===== src/rtl/i2cras_pkg.sv =====
// Types and constants shared by the I2C register access sequencer.
package i2cras_pkg;

  typedef enum logic [1:0] {
    OP_WRITE = 2'd0,
    OP_READ  = 2'd1,
    OP_EVENT = 2'd2,
    OP_NONE  = 2'd3
  } op_e;

  typedef enum logic [1:0] {
    PH_IDLE = 2'd0,
    PH_TX   = 2'd1,
    PH_RX   = 2'd2,
    PH_ERR  = 2'd3
  } phase_e;

  typedef enum logic [2:0] {
    RS_PROGRESS  = 3'd0,
    RS_DONE      = 3'd1,
    RS_USAGE     = 3'd2,
    RS_SW        = 3'd3,
    RS_ADDR_NACK = 3'd4,
    RS_DATA_NACK = 3'd5,
    RS_ARB       = 3'd6
  } result_e;

  typedef enum logic [2:0] {
    CMD_NONE           = 3'd0,
    CMD_RUN_START      = 3'd1,
    CMD_RUN_START_STOP = 3'd2,
    CMD_RUN_START_ACK  = 3'd3,
    CMD_RUN            = 3'd4,
    CMD_RUN_STOP       = 3'd5,
    CMD_RUN_ACK        = 3'd6,
    CMD_STOP           = 3'd7
  } cmd_e;

  localparam int CntW = 5;
  localparam logic [CntW-1:0] MaxReadLen = 5'd16;
  localparam logic [6:0] AllowedReset = 7'd90;

  localparam int EvDone = 0;
  localparam int EvStop = 1;
  localparam int EvErr  = 2;

  localparam int BsBusy     = 0;
  localparam int BsError    = 1;
  localparam int BsArb      = 2;
  localparam int BsAddrNack = 3;
  localparam int BsDataNack = 4;

  localparam int OutDepth = 4;
  localparam int OutPtrW  = 2;
  localparam int OutCntW  = 3;

  typedef struct packed {
    op_e             op;
    logic [6:0]      dev_addr;
    logic [7:0]      reg_addr;
    logic [7:0]      data_byte;
    logic [4:0]      read_len;
    logic [2:0]      events;
    logic [4:0]      bus_status;
  } in_item_t;

  typedef struct packed {
    cmd_e            cmd;
    logic            target_valid;
    logic [7:0]      target_byte;
    logic            tx_valid;
    logic [7:0]      tx_byte;
    logic            rx_valid;
    logic [7:0]      rx_byte;
    result_e         result;
    logic            idle;
    logic            last;
  } out_item_t;

  typedef struct packed {
    logic valid;
    logic two;
  } push_t;

endpackage


===== src/rtl/i2cras_chan_if.sv =====
// Valid/ready channel carrying one payload beat.
interface i2cras_chan_if #(
  parameter type T = logic
);
  logic valid;
  logic ready;
  T     data;

  modport source (output valid, output data, input ready);
  modport sink   (input valid, input data, output ready);
endinterface


===== src/rtl/i2cras_step.sv =====
// Sequencer state and the per-item step logic producing up to two results.
module i2cras_step import i2cras_pkg::*; (
  input  logic       clk_i,
  input  logic       rst_ni,
  input  in_item_t   item_i,
  input  logic       commit_i,
  input  logic [6:0] allowed_i,
  output out_item_t  item0_o,
  output out_item_t  item1_o,
  output logic       two_o
);

  phase_e          phase_q, phase_d;
  result_e         status_q, status_d;
  logic [6:0]      target_q, target_d;
  logic            is_read_q, is_read_d;
  logic [CntW-1:0] idx_q, idx_d;
  logic [CntW-1:0] cnt_q, cnt_d;
  logic [7:0]      wbyte_q, wbyte_d;

  logic [CntW-1:0] len_c;
  logic [CntW:0]   idx_plus2;
  logic            usage;
  logic            err_hit;
  result_e         err_code;
  result_e         res;
  out_item_t       it0, it1;
  logic            two;

  assign len_c     = (item_i.read_len > MaxReadLen) ? MaxReadLen : item_i.read_len;
  assign idx_plus2 = {1'b0, idx_q} + (CntW+1)'(2);
  assign err_hit   = item_i.events[EvErr] && !item_i.bus_status[BsBusy] &&
                     (item_i.bus_status[BsError] || item_i.bus_status[BsArb]);

  always_comb begin
    err_code = RS_PROGRESS;
    if (item_i.bus_status[BsAddrNack]) err_code = RS_ADDR_NACK;
    if (item_i.bus_status[BsDataNack]) err_code = RS_DATA_NACK;
    if (item_i.bus_status[BsArb])      err_code = RS_ARB;
  end

  always_comb begin
    phase_d   = phase_q;
    status_d  = status_q;
    target_d  = target_q;
    is_read_d = is_read_q;
    idx_d     = idx_q;
    cnt_d     = cnt_q;
    wbyte_d   = wbyte_q;
    it0       = '0;
    it1       = '0;
    two       = 1'b0;
    usage     = 1'b0;
    unique case (item_i.op) inside
      OP_WRITE, OP_READ: begin
        if (item_i.dev_addr != allowed_i || phase_q != PH_IDLE) begin
          usage = 1'b1;
        end else begin
          target_d         = item_i.dev_addr;
          is_read_d        = (item_i.op == OP_READ);
          idx_d            = '0;
          cnt_d            = (item_i.op == OP_READ) ? len_c : CntW'(1);
          wbyte_d          = item_i.data_byte;
          status_d         = RS_PROGRESS;
          phase_d          = PH_TX;
          it0.cmd          = CMD_RUN_START;
          it0.target_valid = 1'b1;
          it0.target_byte  = {item_i.dev_addr, 1'b0};
          it0.tx_valid     = 1'b1;
          it0.tx_byte      = item_i.reg_addr;
        end
      end
      OP_EVENT: begin
        if (phase_q != PH_IDLE) begin
          if (item_i.events[EvDone]) begin
            if (phase_q == PH_TX && is_read_q) begin
              phase_d          = PH_RX;
              it0.target_valid = 1'b1;
              it0.target_byte  = {target_q, 1'b1};
              if (cnt_q == CntW'(1)) begin
                it0.cmd = CMD_RUN_START_STOP;
              end else if (cnt_q > CntW'(1)) begin
                it0.cmd = CMD_RUN_START_ACK;
              end else begin
                status_d = RS_SW;
                phase_d  = PH_ERR;
                it0.cmd  = CMD_STOP;
              end
            end else if (phase_q == PH_TX) begin
              if (idx_q == '0) begin
                it0.tx_valid = 1'b1;
                it0.tx_byte  = wbyte_q;
                it0.cmd      = CMD_RUN_STOP;
                idx_d        = CntW'(1);
              end
            end else if (phase_q == PH_RX) begin
              if (idx_plus2 < {1'b0, cnt_q}) begin
                it0.rx_valid = 1'b1;
                it0.rx_byte  = item_i.data_byte;
                it0.cmd      = CMD_RUN_ACK;
                idx_d        = idx_q + CntW'(1);
              end else if (idx_plus2 == {1'b0, cnt_q}) begin
                it0.rx_valid = 1'b1;
                it0.rx_byte  = item_i.data_byte;
                it0.cmd      = CMD_RUN_STOP;
                idx_d        = idx_q + CntW'(1);
              end
            end
          end
          if (item_i.events[EvStop]) begin
            if (phase_d == PH_RX) begin
              if (idx_d < cnt_q) begin
                if (it0.rx_valid) begin
                  two          = 1'b1;
                  it1.rx_valid = 1'b1;
                  it1.rx_byte  = item_i.data_byte;
                end else begin
                  it0.rx_valid = 1'b1;
                  it0.rx_byte  = item_i.data_byte;
                end
                idx_d = idx_d + CntW'(1);
              end
              status_d = RS_DONE;
            end else if (phase_d == PH_TX) begin
              status_d = RS_DONE;
            end
            phase_d = PH_IDLE;
          end
          if (err_hit) begin
            if (err_code != RS_PROGRESS) begin
              status_d = err_code;
              phase_d  = item_i.events[EvStop] ? PH_IDLE : PH_ERR;
            end
            if (!item_i.events[EvStop]) begin
              if (it0.cmd != CMD_NONE) begin
                two     = 1'b1;
                it1.cmd = CMD_STOP;
              end else begin
                it0.cmd = CMD_STOP;
              end
            end
          end
        end
      end
      OP_NONE: begin
      end
    endcase
    res        = usage ? RS_USAGE : status_d;
    it0.result = res;
    it1.result = res;
    it0.idle   = (phase_d == PH_IDLE);
    it1.idle   = (phase_d == PH_IDLE);
    it0.last   = !two;
    it1.last   = 1'b1;
  end

  assign item0_o = it0;
  assign item1_o = it1;
  assign two_o   = two;

  always_ff @(posedge clk_i or negedge rst_ni) begin
    if (!rst_ni) begin
      phase_q   <= PH_IDLE;
      status_q  <= RS_DONE;
      target_q  <= '0;
      is_read_q <= 1'b0;
      idx_q     <= '0;
      cnt_q     <= '0;
      wbyte_q   <= '0;
    end else if (commit_i) begin
      phase_q   <= phase_d;
      status_q  <= status_d;
      target_q  <= target_d;
      is_read_q <= is_read_d;
      idx_q     <= idx_d;
      cnt_q     <= cnt_d;
      wbyte_q   <= wbyte_d;
    end
  end

endmodule


===== src/rtl/i2cras_outq.sv =====
// Result queue that takes one or two beats per cycle and gives out one per cycle while the consumer is ready.
module i2cras_outq import i2cras_pkg::*; (
  input  logic      clk_i,
  input  logic      rst_ni,
  input  push_t     push_i,
  input  out_item_t item0_i,
  input  out_item_t item1_i,
  input  logic      ready_i,
  output logic      space_o,
  output logic      valid_o,
  output out_item_t data_o
);

  out_item_t            mem_q [OutDepth];
  logic [OutPtrW-1:0]   wr_q, rd_q;
  logic [OutCntW-1:0]   cnt_q;
  logic [1:0]           push_n;
  logic                 pop;

  assign valid_o = (cnt_q != '0);
  assign data_o  = mem_q[rd_q];
  assign pop     = valid_o && ready_i;
  assign space_o = (cnt_q <= OutCntW'(OutDepth - 2));
  assign push_n  = !push_i.valid ? 2'd0 : (push_i.two ? 2'd2 : 2'd1);

  always_ff @(posedge clk_i) begin
    if (push_i.valid) begin
      mem_q[wr_q] <= item0_i;
      if (push_i.two) begin
        mem_q[wr_q + OutPtrW'(1)] <= item1_i;
      end
    end
  end

  always_ff @(posedge clk_i or negedge rst_ni) begin
    if (!rst_ni) begin
      wr_q  <= '0;
      rd_q  <= '0;
      cnt_q <= '0;
    end else begin
      wr_q  <= wr_q + OutPtrW'(push_n);
      rd_q  <= rd_q + OutPtrW'(pop);
      cnt_q <= cnt_q + OutCntW'(push_n) - OutCntW'(pop);
    end
  end

endmodule


===== src/rtl/i2c_register_access_sequencer.sv =====
// Top level: input register, device register, step logic and result queue.
// An accepted item is held in the input register and stepped once the result queue has room;
// its result beats are registered in the queue before the first one is offered.
// One item per cycle is taken while the result queue has room for two beats;
// an item with two results needs two output beats, so the output port sets the pace.
// Reset clears the sequencer state, empties the queue and sets allowed_device to 90.
module i2c_register_access_sequencer import i2cras_pkg::*; (
  input  logic         clk_i,
  input  logic         rst_ni,
  i2cras_chan_if.sink   req_i,
  i2cras_chan_if.source rsp_o,
  i2cras_chan_if.sink   cfg_i
);

  logic       in_valid_q;
  in_item_t   in_q;
  logic [6:0] allowed_q;
  logic       space;
  logic       commit;
  out_item_t  item0, item1;
  logic       two;
  push_t      push;

  assign commit      = in_valid_q && space;
  assign req_i.ready = !in_valid_q || commit;
  assign cfg_i.ready = 1'b1;
  assign push.valid  = commit;
  assign push.two    = two;

  always_ff @(posedge clk_i or negedge rst_ni) begin
    if (!rst_ni) begin
      in_valid_q <= 1'b0;
      allowed_q  <= AllowedReset;
    end else begin
      if (req_i.ready) begin
        in_valid_q <= req_i.valid;
      end
      if (cfg_i.valid) begin
        allowed_q <= cfg_i.data[6:0];
      end
    end
  end

  always_ff @(posedge clk_i or negedge rst_ni) begin
    if (!rst_ni) begin
      in_q <= '0;
    end else if (req_i.valid && req_i.ready) begin
      in_q <= req_i.data;
    end
  end

  i2cras_step u_step (
    .clk_i     (clk_i),
    .rst_ni    (rst_ni),
    .item_i    (in_q),
    .commit_i  (commit),
    .allowed_i (allowed_q),
    .item0_o   (item0),
    .item1_o   (item1),
    .two_o     (two)
  );

  i2cras_outq u_outq (
    .clk_i   (clk_i),
    .rst_ni  (rst_ni),
    .push_i  (push),
    .item0_i (item0),
    .item1_i (item1),
    .ready_i (rsp_o.ready),
    .space_o (space),
    .valid_o (rsp_o.valid),
    .data_o  (rsp_o.data)
  );

  a_hold_stalled: assert property (@(posedge clk_i) disable iff (!rst_ni)
    in_valid_q && !commit |=> in_valid_q && $stable(in_q))
    else $error("Stalled input item was lost or changed.");

  a_take_beat: assert property (@(posedge clk_i) disable iff (!rst_ni)
    req_i.valid && req_i.ready |=> in_valid_q)
    else $error("Accepted input beat did not reach the input register.");

  a_pair_agrees: assert property (@(posedge clk_i) disable iff (!rst_ni)
    commit && two |-> item0.result == item1.result && item0.idle == item1.idle &&
                      !item0.last && item1.last)
    else $error("Two result beats of one item disagree.");

endmodule


===== src/flat_wrapper.sv =====
// flat-port wrapper written by rule: the top's interface ports become plain ports
module i2c_register_access_sequencer_flat import i2cras_pkg::*;
  (clk_i, rst_ni, req_i_valid, req_i_data, req_i_ready, rsp_o_valid, rsp_o_data, rsp_o_ready, cfg_i_valid, cfg_i_data, cfg_i_ready);
  i2cras_chan_if #(.T(in_item_t)) req_i_i ();
  i2cras_chan_if #(.T(out_item_t)) rsp_o_i ();
  i2cras_chan_if #(.T(logic [6:0])) cfg_i_i ();
  input  logic clk_i;
  input  logic rst_ni;
  input wire logic [$bits(req_i_i.valid)-1:0] req_i_valid;
  input wire logic [$bits(req_i_i.data)-1:0] req_i_data;
  output wire logic [$bits(req_i_i.ready)-1:0] req_i_ready;
  output wire logic [$bits(rsp_o_i.valid)-1:0] rsp_o_valid;
  output wire logic [$bits(rsp_o_i.data)-1:0] rsp_o_data;
  input wire logic [$bits(rsp_o_i.ready)-1:0] rsp_o_ready;
  input wire logic [$bits(cfg_i_i.valid)-1:0] cfg_i_valid;
  input wire logic [$bits(cfg_i_i.data)-1:0] cfg_i_data;
  output wire logic [$bits(cfg_i_i.ready)-1:0] cfg_i_ready;
  assign req_i_i.valid = req_i_valid;
  assign req_i_i.data = req_i_data;
  assign req_i_ready = req_i_i.ready;
  assign rsp_o_valid = rsp_o_i.valid;
  assign rsp_o_data = rsp_o_i.data;
  assign rsp_o_i.ready = rsp_o_ready;
  assign cfg_i_i.valid = cfg_i_valid;
  assign cfg_i_i.data = cfg_i_data;
  assign cfg_i_ready = cfg_i_i.ready;
  i2c_register_access_sequencer u_core (.clk_i(clk_i), .rst_ni(rst_ni), .req_i(req_i_i), .rsp_o(rsp_o_i), .cfg_i(cfg_i_i));
endmodule

===== config.mk =====
export PLATFORM = sky130hd
export DESIGN_NAME = i2c_register_access_sequencer_flat
export DESIGN_NICKNAME = d
export VERILOG_FILES = /design/src/rtl/i2cras_pkg.sv /design/src/rtl/i2cras_chan_if.sv /design/src/rtl/i2cras_step.sv /design/src/rtl/i2cras_outq.sv /design/src/rtl/i2c_register_access_sequencer.sv /design/src/flat_wrapper.sv
export SDC_FILE = /design/constraint.sdc
export NUM_CORES = 1
export LEC_CHECK = 0
export ABC_CLOCK_PERIOD_IN_PS = 14100
export BUFFER_PORTS_ARGS = -buffer_cell sky130_fd_sc_hd__buf_2
export CORE_ASPECT_RATIO = 2
export CORE_MARGIN = 3
export CORE_UTILIZATION = 39
export DETAILED_ROUTE_END_ITERATION = 8
export GPL_ROUTABILITY_DRIVEN = 0
export PLACE_DENSITY = 0.65
export SYNTH_ARGS = -nofsm -noshare
export SYNTH_HDL_FRONTEND = slang
export SYNTH_SLANG_ARGS = --single-unit

===== constraint.sdc =====
create_clock -name clk_i -period 14.1 [get_ports clk_i]
set_input_delay 1.41 -clock clk_i [delete_from_list [all_inputs] [get_ports clk_i]]
set_output_delay 1.41 -clock clk_i [all_outputs]
set_load 0.03 [all_outputs]

==> impl_metrics.env, run 1 <==
export IMPL_grt_max_degree=65
export IMPL_crit_top_cell="ha_1"
export IMPL_multi_input_area_um2=4461
export IMPL_layout_drive_gt1_share=0.2339
export IMPL_cts_num_sinks=224
export IMPL_clk_latency_ns=0.51
export IMPL_total_power_mw=2.687
export IMPL_cp_start_kind="register"
export IMPL_fmax_mhz=162.4
export IMPL_drc=0
export IMPL_design_area_um2=11700
export IMPL_area_sequential_um2=5553
export IMPL_synth_area_mux_share=0.1270
export IMPL_overflow=0
export IMPL_cts_tree="built"
export IMPL_postSynthNetCount=983
export IMPL_clockBufferDepth=3
export IMPL_vdd_ir_drop_max_uv=150.0
export IMPL_syn_area_per_cell_um2=11.34
export IMPL_synth_adder_area_share=0.02367
export IMPL_first_iter_violations=333
export IMPL_mostFrequentLayoutCell="nor2_1"
export IMPL_setup_viol=0
export IMPL_die_w_um=121.3
export IMPL_cts_root_buf="clkbuf_16"
export IMPL_htreeDepth=1
export IMPL_status="complete, no violations"
export IMPL_num_rows=83
export IMPL_area_growth_pct=12.93
export IMPL_min_period_ns=6.157
export IMPL_clk_pin_slew_ns=0.07
export IMPL_cts_buffers=21
export IMPL_synthSimpleGateAreaFrac=0.1351
export IMPL_grt_pass1_wl_mm=40.78
export IMPL_num_antenna_cells=0
export IMPL_synth_compound_area_frac=0.1258
export IMPL_vias=7229
export IMPL_nFillCells=2492
export IMPL_post_cts_buffers=0
export IMPL_synthXorXnorAreaFrac=0.01691
export IMPL_hold_viol=0
export IMPL_num_io_pins=88
export IMPL_vias_per_cell=5.427
export IMPL_critPathKind="register to register"
export IMPL_first_pass_iters=6
export IMPL_maxCapViolations=0
export IMPL_hold_buffers=0
export IMPL_grt_usage=0.1818
export IMPL_die_area_um2=28680
export IMPL_mostFrequentLayoutCells="112 x nor2_1, 90 x nand2_1, 85 x buf_2, 78 x dfrtp_1, 76 x dfxtp_1"
export IMPL_max_stage_delay_ns=0.68
export IMPL_drtAntennaViolNets=0
export IMPL_crit_family="compound AO/OA/AOI/OAI gates"
export IMPL_slew_headroom=0.2891
export IMPL_finalSetupTns_ns=0
export IMPL_hpwl_mm=18.18
export IMPL_setup_ws_ns=7.943
export IMPL_power_density_nw_per_um2=229.6
export IMPL_ys_ff_latch=224
export IMPL_postSynthCellCount=914
export IMPL_synth_top_family_by_area="simple AND/OR/NAND/NOR gates"
export IMPL_critPathCaptureType="register"
export IMPL_synth_async_reset_ratio=0.3750
export IMPL_drt_total_wl_mm=25.77
export IMPL_hold_path_class="register to register"
export IMPL_synth_ff_type="dfrtp_1"
export IMPL_dp_slack_ns=8.031
export IMPL_initial_core_util=0.3991
export IMPL_worstPathCellList="ha_1 > xor2_1 > ha_1 > a21o_1 > a21oi_1 > a21o_1 > nand2_1 > nor2_1 > xor2_1 > ha_1 > and3_1 > a221oi_2 > nor2_1 > o41a_1 > nor2_4 > nor2_2 > inv_1"
export IMPL_grt_pass1_vias=7522
export IMPL_placed_cell_area_um2=11040
export IMPL_critPathBufInv=1
export IMPL_arrival_ns=6.29
export IMPL_synth_area_um2=10360
export IMPL_yosysWarnings=0
export IMPL_slew_viol_final=0
export IMPL_clock_skew_ns=0.01408
export IMPL_slowest_stage="o41a_1"
export IMPL_worstPathRequired_ns=14.24
export IMPL_p_leak_nw=4.668
export IMPL_nets=1047
export IMPL_cts_repair_resized=0
export IMPL_synth_seq_area_share=0.5358
export IMPL_critPathMaxFanout=20
export IMPL_core_area_um2=25960
export IMPL_numPortBuffers=86
export IMPL_drt_wirelength_per_cell_um=19.34
export IMPL_synth_distinct_cells=63
export IMPL_die_h_um=236.5
export IMPL_synth_edff_count=64
export IMPL_grt_setup_unrepaired="no"
export IMPL_finalCritPeriodShare=0.4366
export IMPL_worstMarginPinSlew_ns=1.066
export IMPL_antenna_found_initial=0
==> final cells by class <==
| type | count | area share |
|---|---|---|
| Multi-Input combinational cell | 611 | 0.3812 |
| Sequential cell | 224 | 0.4746 |
| Tap cell | 340 | 0.03636 |
| Clock buffer | 31 | 0.05068 |
| Clock inverter | 6 | 0.005774 |
| Timing Repair Buffer | 97 | 0.04405 |
| Inverter | 23 | 0.007378 |
==> final timing paths <==
path / from / to / slack (ns) / depth (start not counted)
worst max register to register: u_core.u_step.idx_q[1] / u_core.u_outq.mem_q[2][8] / 7.94 / 17
worst max-delay path: u_core.u_step.idx_q[1] / u_core.u_outq.mem_q[2][8] / 7.94 / 17
worst min register to register: u_core.u_outq.mem_q[1][23] / u_core.u_outq.mem_q[1][23] / 0.46 / 2
worst min-delay path: u_core.u_outq.mem_q[1][23] / u_core.u_outq.mem_q[1][23] / 0.46 / 2
min in group asynchronous: rst_ni / u_core.in_q[11] / 0.78 / 1
max in group asynchronous: rst_ni / u_core.in_q[32] / 12.20 / 2
==> metal layers <==
layer / GRT usage / routed length, um / vias to the layer above
met2: 0.3224 / 13560 / 210
met5: 0 / 0 / -
met3: 0.02342 / 1154 / 68
li1: - / - / 3461
met4: 0.1068 / 1451 / 0
met1: 0.2058 / 9601 / 3490
==> cells in the mapped netlist (all sizes together), types with 12 or more instances <==
cell type / n / area share
a21oi: 26 / 0.013
mux2: 46 / 0.050
a211oi: 68 / 0.049
clkbuf: 37 / 0.013
dfrtp: 79 / 0.19
nand3: 12 / 0.0058
o21ai: 35 / 0.017
mux4: 35 / 0.076
dfxtp: 76 / 0.15
nand2: 91 / 0.033
buf: 19 / 0.014
a22oi: 17 / 0.012
ha: 18 / 0.022
edfxtp: 64 / 0.19
xnor2: 12 / 0.010
inv: 23 / 0.0083
and2: 32 / 0.019
nor2: 119 / 0.048
==> stage by stage <==
stage / utilization / hold WS [ns] / cells
after floorplan: - / 0.4225 / 914
after global placement: 0.4253 / 0.4361 / 1295
after detailed placement: 0.4253 / 0.4495 / 1295
after CTS: 0.4507 / 0.4587 / 1332
after global routing: 0.4507 / 0.4726 / 1332
final: 0.4507 / 0.4558 / 1332
==> worst reg2reg max path: cells and delay by family, from the launching register on <==
kind	cells	cell delay [ns]
adder cells (fa/ha/maj)	3	0.90
AND/OR/NAND/NOR	6	1.37
XOR/XNOR	2	0.45
buffers and inverters	1	0.54
flip-flops	1	0.45
AO/OA/AOI/OAI	5	2.06
==> report_power, final <==
| part | switching (mW) | total (mW) | internal [mW] |
|---|---|---|---|
| Sequential | 0.165 | 1.07 | 0.906 |
| Clock | 0.241 | 0.553 | 0.312 |
| Combinational | 0.629 | 1.06 | 0.434 |
==> kinds of logic (layout without fill, tap and decap cells) <==
family	Yosys count	after routing
buffers and inverters	79	157
xor gates and xnor gates	20	20
DFF	224	224
other	1	1
and+or+nand+nor	299	299
muxes	82	82
adders and majority gates	19	19
AOI/OAI and AO/OA	190	190
==> flip-flops by register name, indices dropped and copies added (netlist names) <==
register,count
u_core.allowed_q,7
u_core.in_q,38
u_core.in_valid_q,1
u_core.u_outq.cnt_q,3
u_core.u_outq.mem_q,140
u_core.u_outq.rd_q,2
u_core.u_outq.wr_q,2
u_core.u_step.cnt_q,5
u_core.u_step.idx_q,5
u_core.u_step.is_read_q,1
u_core.u_step.phase_q,2
u_core.u_step.status_q,3
u_core.u_step.target_q,7
u_core.u_step.wbyte_q,8
Power figures use the tool's default switching activity.
==> run 2: changes to the inputs <==
--- a/config.mk
+++ b/config.mk
@@ -5,7 +5,7 @@
 export SDC_FILE = /design/constraint.sdc
 export NUM_CORES = 1
 export LEC_CHECK = 0
-export ABC_CLOCK_PERIOD_IN_PS = 14100
+export ABC_CLOCK_PERIOD_IN_PS = 6200
 export BUFFER_PORTS_ARGS = -buffer_cell sky130_fd_sc_hd__buf_2
 export CORE_ASPECT_RATIO = 2
 export CORE_MARGIN = 3
==> constraint.sdc (replaced) <==
create_clock -name clk_i -period 6.2 [get_ports clk_i]
set_input_delay 0.62 -clock clk_i [delete_from_list [all_inputs] [get_ports clk_i]]
set_output_delay 0.62 -clock clk_i [all_outputs]
set_load 0.03 [all_outputs]
==> run 2 against run 1 <==
Net effect: core utilization rose by 0.17 points; sequential power grew 130%; non-clock buffer count increased by 8; clock power is 120% higher; critical path depth grew 3; die area is the same; register-to-register slack worse by 7.3 ns; sequential share of layout area shrank 0.18 points; critical path type unchanged; critical endpoint is now u_core.u_outq.cnt_q[2]; highest routed layer unchanged.
==> impl_metrics.env, run 2 (same netlist as run 1, synthesis figures left out) <==
export IMPL_drtAntennaViolNets=0
export IMPL_grt_setup_unrepaired="no"
export IMPL_drt_total_wl_mm=25.74
export IMPL_htreeDepth=1
export IMPL_fmax_mhz=179.2
export IMPL_grt_pass1_wl_mm=41.02
export IMPL_hpwl_mm=18.23
export IMPL_nets=1055
export IMPL_power_share_clock=0.202
export IMPL_worstPathCellList="ha_1 > xor2_1 > ha_1 > and3_1 > o21ai_0 > a21oi_1 > nor2_1 > xor2_1 > ha_1 > a21oi_1 > o211ai_1 > a221oi_2 > buf_4 > nor2_1 > o41ai_1 > nand2_1 > ha_1 > inv_1 > fa_1 > xnor2_1"
export IMPL_vias=7251
export IMPL_hold_viol=0
export IMPL_first_iter_violations=340
export IMPL_startpoint="u_core.u_step.idx_q[1]"
export IMPL_arrival_ns=5.97
export IMPL_initial_core_util=0.3991
export IMPL_num_rows=83
export IMPL_largest_reg_flops=140
export IMPL_nFillCells=2487
export IMPL_clk_latency_ns=0.52
export IMPL_p_int_mw=3.702
export IMPL_p_comb_frac=0.398
export IMPL_clock_skew_ns=0.01511
export IMPL_drc=0
export IMPL_hold_path_class="primary input to register"
export IMPL_worstPathRequired_ns=6.59
export IMPL_slew_viol_final=0
export IMPL_stdcell_count=1341
export IMPL_p_sw_frac=0.3900
export IMPL_die_w_um=121.3
export IMPL_num_io_pins=88
export IMPL_die_area_um2=28680
export IMPL_vdd_ir_drop_max_uv=326.0
export IMPL_cts_buffers=21
export IMPL_cp_start_kind="register"
export IMPL_clk_pin_slew_ns=0.07
export IMPL_placed_cell_area_um2=11090
export IMPL_finalSetupTns_ns=0
export IMPL_slowest_stage="o41ai_1"
export IMPL_critPathCaptureType="register"
export IMPL_clockBufferDepth=3
export IMPL_cts_tree="built"
export IMPL_num_antenna_cells=0
export IMPL_drt_wirelength_per_cell_um=19.19
export IMPL_p_leak_nw=4.691
export IMPL_seqPwrFrac=0.400
export IMPL_regMostFlops="u_core.u_outq.mem_q"
export IMPL_antenna_found_initial=0
export IMPL_numPortBuffers=86
export IMPL_power_density_nw_per_um2=516.6
export IMPL_min_from="cfg_i_data[5]"
export IMPL_cts_num_sinks=224
export IMPL_core_area_um2=25960
export IMPL_worstMarginPinSlew_ns=1.063
export IMPL_cts_root_buf="clkbuf_16"
export IMPL_slew_headroom=0.2916
export IMPL_maxCapViolations=0
export IMPL_min_period_ns=5.581
export IMPL_mostFrequentLayoutCell="nor2_1"
export IMPL_r2r_start="u_core.u_step.idx_q[1]"
export IMPL_layout_drive_gt1_share=0.2428
export IMPL_grt_max_degree=65
export IMPL_placed_cells=1302
export IMPL_grt_pass1_vias=7514
export IMPL_die_h_um=236.5
export IMPL_critPathKind="register to register"
export IMPL_critPathMaxFanout=11
export IMPL_crit_family="compound AO/OA/AOI/OAI gates"
export IMPL_power_switching_mw=2.366
export IMPL_grt_usage=0.1822
export IMPL_max_stage_delay_ns=0.62
export IMPL_post_cts_buffers=0
export IMPL_finalCritPeriodShare=0.9001
export IMPL_top_regs="u_core.u_outq.mem_q x140, u_core.in_q x38, u_core.u_step.wbyte_q x8"
export IMPL_design_area_um2=11750
export IMPL_status="complete, no violations"
export IMPL_area_growth_pct=13.37
export IMPL_setup_viol=0
export IMPL_final_util=0.4524
export IMPL_overflow=0
export IMPL_critPathBufInv=2
export IMPL_mostFrequentLayoutCells="112 x nor2_1, 90 x nand2_1, 85 x buf_2, 78 x dfrtp_1, 76 x dfxtp_1"
export IMPL_crit_top_cell="ha_1"
export IMPL_first_pass_iters=4
export IMPL_vias_per_cell=5.407
==> run 2: changes by cell type in the layout (fill, tap and decap cells not counted), sizes merged <==
cell,delta
dlygate4sd3,+1
bufinv,-1
clkbuf,-6
clkinv,+1
buf,+7
inv,+3
clkinvlp,+4
==> run 2: timing repair <==
action | 4_1_cts | 5_1_grt
gates resized for setup | 0 | 0
hold buffers | 1 | 0
hold endpoints to repair | 20 | 0
==> run 2: layer usage <==
layer	track usage	routed length [um]	vias to the layer above
met5	0	0	-
met4	0.09113	1115	0
met3	0.02127	1031	47
met2	0.3289	13770	190
met1	0.2094	9822	3548
li1	-	-	3466
==> run 2: path summary, 6_finish.rpt <==
kind	to	slack, ns	depth (start not counted)
worst max-delay path	u_core.u_outq.cnt_q[2]	0.62	20
worst min-delay path	u_core.allowed_q[5]	0.33	2
worst max register to register	u_core.u_outq.cnt_q[2]	0.62	20
worst min register to register	u_core.u_outq.mem_q[1][0]	0.45	2
max in group asynchronous	u_core.in_q[32]	4.57	3
min in group asynchronous	u_core.in_q[11]	0.52	2
==> run 2: area by class of cell <==
cell class                 count  area [um2]  area share
multi-input combinational    611        4461      0.3797
sequential                   224        5553      0.4727
clock buffer                  25       550.5     0.04687
clock inverter                13       92.59    0.007882
tap                          340       425.4     0.03622
timing repair buffer         105       578.1     0.04921
inverter                      23       86.33    0.007350
==> run 2: power groups by stage <==
| stage | clock [mW] | sequential [mW] | combinational (mW) |
|---|---|---|---|
| floorplan | 0 | 2.28 | 1.91 |
| global placement | 0 | 2.43 | 2.41 |
| detailed placement | 0 | 2.46 | 2.45 |
| CTS | 1.26 | 2.43 | 2.45 |
| global route | 1.31 | 2.49 | 2.63 |
| finish | 1.23 | 2.43 | 2.41 |
==> run 2: through the flow <==
stage / worst slack [ns] / power [mW] / hold WS, ns
final: 0.6193 / 6.068 / 0.3346
after global routing: 0.1677 / 6.435 / 0.3239
after CTS: 0.7267 / 6.139 / 0.3140
after detailed placement: 0.7780 / 4.903 / 0.4408
after global placement: 0.8963 / 4.843 / 0.4447
after floorplan: 1.507 / 4.191 / 0.3244
